$ cat src/rtl/cle_pkg.sv
// Package for the circular list engine: transaction types, command and status codes.
package cle_pkg;

    localparam logic [2:0] CMD_INS_FRONT = 3'd0;
    localparam logic [2:0] CMD_INS_END   = 3'd1;
    localparam logic [2:0] CMD_INS_KEY   = 3'd2;
    localparam logic [2:0] CMD_DEL_FRONT = 3'd3;
    localparam logic [2:0] CMD_DEL_END   = 3'd4;
    localparam logic [2:0] CMD_DEL_KEY   = 3'd5;
    localparam logic [2:0] CMD_READ_ALL  = 3'd6;

    localparam logic [1:0] ST_OK      = 2'd0;
    localparam logic [1:0] ST_EMPTY   = 2'd1;
    localparam logic [1:0] ST_FULL    = 2'd2;
    localparam logic [1:0] ST_MISSING = 2'd3;

    typedef struct packed {
        logic [2:0]         command;
        logic signed [31:0] value;
        logic signed [31:0] key;
    } t_in_item;

    typedef struct packed {
        logic signed [31:0] item;
        logic [1:0]         status;
        logic               last;
        logic [4:0]         occupancy;
    } t_out_item;

    typedef struct packed {
        logic      valid;
        t_out_item data;
    } t_res_push;

endpackage

$ cat src/rtl/cle_mem.sv
// Entry store: one write port and one read port with registered read data.
module cle_mem #(
    parameter int unsigned DEPTH = 16,
    parameter int unsigned AW    = 4
) (
    input  logic               i_clk,
    input  logic               i_we,
    input  logic [AW-1:0]      i_waddr,
    input  logic signed [31:0] i_wdata,
    input  logic               i_re,
    input  logic [AW-1:0]      i_raddr,
    output logic signed [31:0] o_rdata
);

    logic signed [31:0] r_mem [DEPTH];
    logic signed [31:0] r_rdata;

    always_ff @(posedge i_clk) begin
        if (i_we) begin
            r_mem[i_waddr] <= i_wdata;
        end
    end

    always_ff @(posedge i_clk) begin
        if (i_re) begin
            r_rdata <= r_mem[i_raddr];
        end
    end

    assign o_rdata = r_rdata;

endmodule

$ cat src/rtl/cle_ctrl.sv
// Command sequencer: head pointer, fill count, key search and entry shifting.
module cle_ctrl #(
    parameter int unsigned CAPACITY = 16,
    parameter int unsigned AW       = 4,
    parameter int unsigned CW       = 5
) (
    input  logic               i_clk,
    input  logic               i_rst_n,
    input  logic               i_in_valid,
    input  cle_pkg::t_in_item  i_in_data,
    output logic               o_in_ready,
    output cle_pkg::t_res_push o_res,
    input  logic               i_res_ready,
    output logic               o_mem_we,
    output logic [AW-1:0]      o_mem_waddr,
    output logic signed [31:0] o_mem_wdata,
    output logic               o_mem_re,
    output logic [AW-1:0]      o_mem_raddr,
    input  logic signed [31:0] i_mem_rdata
);

    typedef enum logic [9:0] {
        S_IDLE     = 10'b0000000001,
        S_EXEC     = 10'b0000000010,
        S_SRCH_RD  = 10'b0000000100,
        S_SRCH_CMP = 10'b0000001000,
        S_SHIFT_RD = 10'b0000010000,
        S_SHIFT_WR = 10'b0000100000,
        S_PUT      = 10'b0001000000,
        S_RALL_RD  = 10'b0010000000,
        S_RALL_OUT = 10'b0100000000,
        S_DONE     = 10'b1000000000
    } t_state;

    t_state             r_state, n_state;
    logic [2:0]         r_cmd, n_cmd;
    logic signed [31:0] r_value, n_value;
    logic signed [31:0] r_key, n_key;
    logic [AW-1:0]      r_head, n_head;
    logic [CW-1:0]      r_count, n_count;
    logic [CW-1:0]      r_idx, n_idx;
    logic [CW-1:0]      r_pos, n_pos;
    logic [1:0]         r_status, n_status;

    logic               full, empty, idx_last;
    logic [AW-1:0]      head_dec, head_inc;
    logic [CW-1:0]      rd_lidx, wr_lidx;
    logic               wr_front;

    function automatic logic [AW-1:0] f_phys(input logic [AW-1:0] head,
                                             input logic [CW-1:0] lidx);
        logic [CW:0] sum;
        sum = (CW+1)'(head) + (CW+1)'(lidx);
        if (sum >= (CW+1)'(CAPACITY)) begin
            sum = sum - (CW+1)'(CAPACITY);
        end
        return sum[AW-1:0];
    endfunction

    assign full     = (r_count == CW'(CAPACITY));
    assign empty    = (r_count == '0);
    assign idx_last = ((r_idx + CW'(1)) == r_count);
    assign head_dec = (r_head == '0) ? AW'(CAPACITY - 1) : r_head - AW'(1);
    assign head_inc = (r_head == AW'(CAPACITY - 1)) ? '0 : r_head + AW'(1);

    assign o_in_ready  = (r_state == S_IDLE);
    assign o_mem_waddr = wr_front ? head_dec : f_phys(r_head, wr_lidx);
    assign o_mem_raddr = f_phys(r_head, rd_lidx);

    always_comb begin
        n_state     = r_state;
        n_cmd       = r_cmd;
        n_value     = r_value;
        n_key       = r_key;
        n_head      = r_head;
        n_count     = r_count;
        n_idx       = r_idx;
        n_pos       = r_pos;
        n_status    = r_status;
        o_mem_we    = 1'b0;
        o_mem_wdata = r_value;
        o_mem_re    = 1'b0;
        rd_lidx     = r_idx;
        wr_lidx     = r_idx;
        wr_front    = 1'b0;
        o_res       = '0;

        case (r_state)
            S_IDLE: begin
                if (i_in_valid) begin
                    n_cmd   = i_in_data.command;
                    n_value = i_in_data.value;
                    n_key   = i_in_data.key;
                    n_state = S_EXEC;
                end
            end
            S_EXEC: begin
                n_status = cle_pkg::ST_OK;
                n_idx    = '0;
                n_state  = S_DONE;
                case (r_cmd)
                    cle_pkg::CMD_INS_FRONT: begin
                        if (full) begin
                            n_status = cle_pkg::ST_FULL;
                        end else begin
                            o_mem_we = 1'b1;
                            wr_front = 1'b1;
                            n_head   = head_dec;
                            n_count  = r_count + CW'(1);
                        end
                    end
                    cle_pkg::CMD_INS_END: begin
                        if (full) begin
                            n_status = cle_pkg::ST_FULL;
                        end else begin
                            o_mem_we = 1'b1;
                            wr_lidx  = r_count;
                            n_count  = r_count + CW'(1);
                        end
                    end
                    cle_pkg::CMD_INS_KEY: begin
                        if (empty) begin
                            n_status = cle_pkg::ST_EMPTY;
                        end else if (full) begin
                            n_status = cle_pkg::ST_FULL;
                        end else begin
                            n_state = S_SRCH_RD;
                        end
                    end
                    cle_pkg::CMD_DEL_FRONT: begin
                        if (empty) begin
                            n_status = cle_pkg::ST_EMPTY;
                        end else begin
                            n_head  = head_inc;
                            n_count = r_count - CW'(1);
                        end
                    end
                    cle_pkg::CMD_DEL_END: begin
                        if (empty) begin
                            n_status = cle_pkg::ST_EMPTY;
                        end else begin
                            n_count = r_count - CW'(1);
                        end
                    end
                    cle_pkg::CMD_DEL_KEY: begin
                        if (empty) begin
                            n_status = cle_pkg::ST_EMPTY;
                        end else begin
                            n_state = S_SRCH_RD;
                        end
                    end
                    cle_pkg::CMD_READ_ALL: begin
                        if (empty) begin
                            n_status = cle_pkg::ST_EMPTY;
                        end else begin
                            n_state = S_RALL_RD;
                        end
                    end
                    default: begin
                        n_status = cle_pkg::ST_OK;
                    end
                endcase
            end
            S_SRCH_RD: begin
                o_mem_re = 1'b1;
                n_state  = S_SRCH_CMP;
            end
            S_SRCH_CMP: begin
                if (i_mem_rdata == r_key) begin
                    n_pos = r_idx;
                    if (r_cmd == cle_pkg::CMD_INS_KEY) begin
                        n_idx   = r_count - CW'(1);
                        n_state = S_SHIFT_RD;
                    end else if (idx_last) begin
                        n_count = r_count - CW'(1);
                        n_state = S_DONE;
                    end else begin
                        n_state = S_SHIFT_RD;
                    end
                end else if (idx_last) begin
                    n_status = cle_pkg::ST_MISSING;
                    n_state  = S_DONE;
                end else begin
                    n_idx   = r_idx + CW'(1);
                    n_state = S_SRCH_RD;
                end
            end
            S_SHIFT_RD: begin
                o_mem_re = 1'b1;
                rd_lidx  = (r_cmd == cle_pkg::CMD_INS_KEY) ? r_idx : r_idx + CW'(1);
                n_state  = S_SHIFT_WR;
            end
            S_SHIFT_WR: begin
                o_mem_we    = 1'b1;
                o_mem_wdata = i_mem_rdata;
                if (r_cmd == cle_pkg::CMD_INS_KEY) begin
                    wr_lidx = r_idx + CW'(1);
                    if (r_idx == r_pos) begin
                        n_state = S_PUT;
                    end else begin
                        n_idx   = r_idx - CW'(1);
                        n_state = S_SHIFT_RD;
                    end
                end else begin
                    wr_lidx = r_idx;
                    if ((r_idx + CW'(2)) == r_count) begin
                        n_count = r_count - CW'(1);
                        n_state = S_DONE;
                    end else begin
                        n_idx   = r_idx + CW'(1);
                        n_state = S_SHIFT_RD;
                    end
                end
            end
            S_PUT: begin
                o_mem_we = 1'b1;
                wr_lidx  = r_pos;
                n_count  = r_count + CW'(1);
                n_state  = S_DONE;
            end
            S_RALL_RD: begin
                o_mem_re = 1'b1;
                n_state  = S_RALL_OUT;
            end
            S_RALL_OUT: begin
                o_res.valid          = 1'b1;
                o_res.data.item      = i_mem_rdata;
                o_res.data.status    = cle_pkg::ST_OK;
                o_res.data.last      = idx_last;
                o_res.data.occupancy = 5'(r_count);
                if (i_res_ready) begin
                    if (idx_last) begin
                        n_state = S_IDLE;
                    end else begin
                        n_idx   = r_idx + CW'(1);
                        n_state = S_RALL_RD;
                    end
                end
            end
            S_DONE: begin
                o_res.valid          = 1'b1;
                o_res.data.item      = '0;
                o_res.data.status    = r_status;
                o_res.data.last      = 1'b1;
                o_res.data.occupancy = 5'(r_count);
                if (i_res_ready) begin
                    n_state = S_IDLE;
                end
            end
            default: begin
                n_state = S_IDLE;
            end
        endcase
    end

    always_ff @(posedge i_clk) begin
        if (!i_rst_n) begin
            r_state  <= S_IDLE;
            r_head   <= '0;
            r_count  <= '0;
            r_idx    <= '0;
            r_pos    <= '0;
            r_status <= cle_pkg::ST_OK;
        end else begin
            r_state  <= n_state;
            r_head   <= n_head;
            r_count  <= n_count;
            r_idx    <= n_idx;
            r_pos    <= n_pos;
            r_status <= n_status;
        end
    end

    always_ff @(posedge i_clk) begin
        r_cmd   <= n_cmd;
        r_value <= n_value;
        r_key   <= n_key;
    end

endmodule

$ cat src/rtl/circular_list_engine.sv
// Top level of the circular list engine: sequencer, entry store and result register.
//
//  Channel  Valid        Ready        Payload                 Direction
//  input    i_in_valid   o_in_ready   i_in_data  (t_in_item)  into the block
//  result   o_out_valid  i_out_ready  o_out_data (t_out_item) out of the block
//
// Front or end commands pass from acceptance through an execute state to the result state.
// A key search visits entries one at a time, as each probe is a registered read of the
// store followed by a compare; shifting reads and then writes each entry moved.
// Read all reads each entry from the store before presenting it as a result. Reset clears
// the head pointer, fill count and sequencer state.
// A full result register stalls the sequencer until the transaction is taken.
module circular_list_engine #(
    parameter int unsigned CAPACITY = 16
) (
    input  logic                i_clk,
    input  logic                i_rst_n,
    input  logic                i_in_valid,
    output logic                o_in_ready,
    input  cle_pkg::t_in_item   i_in_data,
    output logic                o_out_valid,
    input  logic                i_out_ready,
    output cle_pkg::t_out_item  o_out_data
);

    localparam int unsigned AW = $clog2(CAPACITY);
    localparam int unsigned CW = $clog2(CAPACITY + 1);

    cle_pkg::t_res_push res;
    logic               res_ready;
    logic               mem_we, mem_re;
    logic [AW-1:0]      mem_waddr, mem_raddr;
    logic signed [31:0] mem_wdata, mem_rdata;

    logic               r_out_valid;
    cle_pkg::t_out_item r_out_data;

    assign res_ready = !r_out_valid || i_out_ready;

    cle_ctrl #(
        .CAPACITY (CAPACITY),
        .AW       (AW),
        .CW       (CW)
    ) u_ctrl (
        .i_clk       (i_clk),
        .i_rst_n     (i_rst_n),
        .i_in_valid  (i_in_valid),
        .i_in_data   (i_in_data),
        .o_in_ready  (o_in_ready),
        .o_res       (res),
        .i_res_ready (res_ready),
        .o_mem_we    (mem_we),
        .o_mem_waddr (mem_waddr),
        .o_mem_wdata (mem_wdata),
        .o_mem_re    (mem_re),
        .o_mem_raddr (mem_raddr),
        .i_mem_rdata (mem_rdata)
    );

    cle_mem #(
        .DEPTH (CAPACITY),
        .AW    (AW)
    ) u_mem (
        .i_clk   (i_clk),
        .i_we    (mem_we),
        .i_waddr (mem_waddr),
        .i_wdata (mem_wdata),
        .i_re    (mem_re),
        .i_raddr (mem_raddr),
        .o_rdata (mem_rdata)
    );

    always_ff @(posedge i_clk) begin
        if (!i_rst_n) begin
            r_out_valid <= 1'b0;
        end else if (res_ready) begin
            r_out_valid <= res.valid;
        end
    end

    always_ff @(posedge i_clk) begin
        if (res_ready && res.valid) begin
            r_out_data <= res.data;
        end
    end

    assign o_out_valid = r_out_valid;
    assign o_out_data  = r_out_data;

endmodule
$ cat config.mk
export PLATFORM = sky130hd
export DESIGN_NAME = circular_list_engine
export DESIGN_NICKNAME = d
export VERILOG_FILES = /design/src/rtl/cle_pkg.sv /design/src/rtl/cle_mem.sv /design/src/rtl/cle_ctrl.sv /design/src/rtl/circular_list_engine.sv
export SDC_FILE = /design/constraint.sdc
export NUM_CORES = 1
export LEC_CHECK = 0
export BUFFER_PORTS_ARGS = -buffer_cell sky130_fd_sc_hd__buf_2
export CORE_UTILIZATION = 40
export DETAILED_ROUTE_END_ITERATION = 8
export GPL_TIMING_DRIVEN = 0
export SLEW_MARGIN = 5
export SYNTH_ARGS = -nofsm -noshare
export SYNTH_HDL_FRONTEND = slang
export SYNTH_SLANG_ARGS = --single-unit
$ cat constraint.sdc
create_clock -name i_clk -period 18.1 [get_ports i_clk]
set_clock_uncertainty 0.05 [all_clocks]
set_input_delay 0.905 -clock i_clk [delete_from_list [all_inputs] [get_ports i_clk]]
set_output_delay 0.905 -clock i_clk [all_outputs]
set_load 0.005 [all_outputs]
==> run summary <==
number of warnings issued by yosys: 0
run status: completed
required time reported for the critical path endpoint: 18.34 ns
Pleak: 10.5 nW
I/O Pins: 113
maximum frequency from static timing analysis: 171 MHz
Final Max Tran Viols: 0
count of unique library cells instantiated by Yosys: 72
Total Power Consumption: 3.39 mW
worst max-slew margin expressed relative to the limit: 21.8%
transition at the pin with the smallest max-transition slack: 1.17 ns
post-synth top area cell: edfxtp_1
Sw Ratio: 20.4%
internal power: 2.70 mW
Synth area leaders: edfxtp_1 71%, mux4_2 13%, dfxtp_1 2.3%
unrepaired setup endpoints after global routing: false
Yosys reg bits: 683
Peak VDD IR: 0.0000691 V
Synth top area share: 70.8%
worst hold slack: 0.412 ns
global-route wire length before repair: 103000 µm
Crit. Startpoint: u_ctrl.r_count[0]
most frequent cell after synthesis: edfxtp_1
fraction of the yosys area taken by sequential cells: 73.2%
Post-synth EDFFs: 651
Die Ht: 265 µm
crit path time final: 5.86 ns
sum of routed wire length over all layers: 70200 µm
Synth async-reset ratio: 0%
P per Cell Area: 105 mW/mm²
clock sink count: 683
clock root buffer: clkbuf_16
Global Route Usage Sum: 20.5%
total vias in the final route: 14900
logic gate share of total power: 2.7%
antenna cell count: 0
insertion delay to the later sink of the worst-skew pair: 0.62 ns
start point of the worst min-delay path: i_in_data[2]
Die X-Extent: 265 µm
vias per cell: 5.65
CTS resizes: 0
largest fanout of any net on the critical path: 18
arrival time worst endpoint: 6.10 ns
iteration-0 DRC count of the detailed router: 1477
max_cap viols: 0
number of hold buffers added after cts: 0
total negative slack: 0 ns
power share of the sequential group: 52.0%
post-route antenna net violation count: 0
Post-route DRC: 0
full die area: 0.0700 mm²
crit path kind: flip-flop to flip-flop
Row Count: 95
clock tree from TritonCTS: built
most used flip-flop cell after synthesis: edfxtp_1
number of post-CTS setup repair buffers: 0
final core utilization: 47.7%
final estimated routing congestion in global placement: 0.870
clock network power share: 45.3%
detailed-router iteration count before antenna repair: 7
number of filler cells placed in the layout: 5724
# port buffers: 112
switching pwr: 0.693 mW
largest net degree at the start of global routing: 36
detailed placer's ending HPWL: 45000 µm
final critical-path share of the clock period: 32.4%
FF-to-FF Start: u_ctrl.r_count[0]
via count of the first global-routing pass: 15400
Final Hold Vio Count: 0
clock slew at reported path FFs: 0.07 ns
total number of nets in the final design: 1798
net count of the mapped netlist: 1576
Mapped Cells: 1483
cell types with the highest counts after synthesis: 651 x edfxtp_1, 158 x mux4_2, 145 x nand2_1, 63 x clkbuf_1, 52 x nor2_1
proportion of layout cells with a drive suffix above 1: 25.8%
overflow left after global routing: 0
Avg Cell Area, Syn: 18.6 µm²
CTS Buf Count: 73
Final Setup Violations: 0
type of the tightest min-delay check: input pin to flip-flop
kind of end point of the critical path: flip-flop
H-tree depth reported by CTS: 3
initial core utilization: 40.7%
WL per Instance: 26.6 µm
area added between synthesis and finish: 17.2%
worst-case clock buffer depth: 3
number of antenna violations at the first check in global routing: 4
Worst setup SP type: flip-flop
Synth Cell Area: 0.0276 mm²
core area: 0.0678 mm²
through the flow:
stage	instances	cell area [µm²]	worst slack (ns)
floorplan	1483	27600	12.12
global placement	2468	29200	8.04
detailed placement	2503	29900	12.30
CTS	2637	32300	12.24
global route	2637	32300	11.84
finish	2637	32300	12.24
power groups by stage:
| stage | Sequential (mW) | Combinational [mW] | Clock, mW |
|---|---|---|---|
| floorplan | 1.79 | 0.0552 | 0 |
| global placement | 1.80 | 0.0865 | 0 |
| detailed placement | 1.80 | 0.0934 | 0 |
| CTS | 1.76 | 0.0938 | 1.56 |
| global route | 1.76 | 0.103 | 1.62 |
| finish | 1.76 | 0.0927 | 1.53 |
final timing paths:
kind	slack [ns]	cells after the start	end
hold / removal	0.41	1	u_ctrl.r_key[2]
setup reg to reg	12.24	17	u_mem.r_mem[11][26]
hold reg to reg	0.42	2	u_ctrl.r_pos[4]
setup / recovery	12.24	17	u_mem.r_mem[11][26]
registers in the layout (all words and copies together), names as in the netlist:
register / cells
o_out_data: 40
o_out_valid: 1
u_ctrl.r_cmd: 3
u_ctrl.r_count: 5
u_ctrl.r_head: 4
u_ctrl.r_idx: 5
u_ctrl.r_key: 32
u_ctrl.r_pos: 5
u_ctrl.r_state: 10
u_ctrl.r_status: 2
u_ctrl.r_value: 32
u_mem.o_rdata: 32
u_mem.r_mem: 512
worst max-delay path, stage by stage (launching register included):
cell      delay, ns
dfxtp_1        0.33
clkbuf_1       0.37
inv_1          0.17
ha_1           0.25
nor4bb_1       0.19
nor4_1         0.71
a21oi_1        0.26
o21ai_0        0.21
o21ai_0        0.11
a221o_1        0.34
ha_1           0.34
a21oi_1        0.17
nand2_1        0.09
xnor2_1        0.13
xnor2_1        0.37
o211ai_1       0.40
nor2_4         0.72
buf_12         0.27
cell usage in the layout, fill, tap and decap left out, drive strengths merged, types with 19 or more instances in the layout:
cell    Yosys  final
mux4      160    160
buf         9    156
o21ai      28     28
inv        17     23
nand2     146    146
clkinv      1     30
and2       42     42
edfxtp    651    651
nor2       53     53
ha         20     20
dfxtp      32     32
nand4      19     19
clkbuf     63    149
xnor2      52     52
a21oi      24     24
routing by layer:
metal / vias to the layer above / part of all wire (%) / global-route usage (%)
met5: - / 0 / 0
met1: 7817 / 43 / 28.1
li1: 6398 / - / -
met2: 585 / 48 / 33.1
met3: 104 / 7.6 / 4.80
met4: 0 / 2.0 / 5.03
final cells by class:
cell class | instances | area (µm²) | share of cell area (%)
Sequential cell | 683 | 20200 | 62.4
Multi-Input combinational cell | 710 | 7180 | 22.2
Clock buffer | 86 | 1900 | 5.87
Tap cell | 873 | 1090 | 3.38
Timing Repair Buffer | 147 | 1070 | 3.30
Clock inverter | 48 | 551 | 1.70
Buffer | 72 | 297 | 0.917
Inverter | 18 | 67.6 | 0.209
kinds of logic after synthesis:
group	after synthesis	share of synthesized area [%]
and+or+nand+nor	338	6.08
AOI/OAI and AO/OA	116	2.82
buffers and inverters	90	1.32
DFF	683	73.2
adders and majority gates	22	1.05
xor gates and xnor gates	66	2.18
muxes	168	13.4
Note: power is estimated with default switching activity, not from simulation.
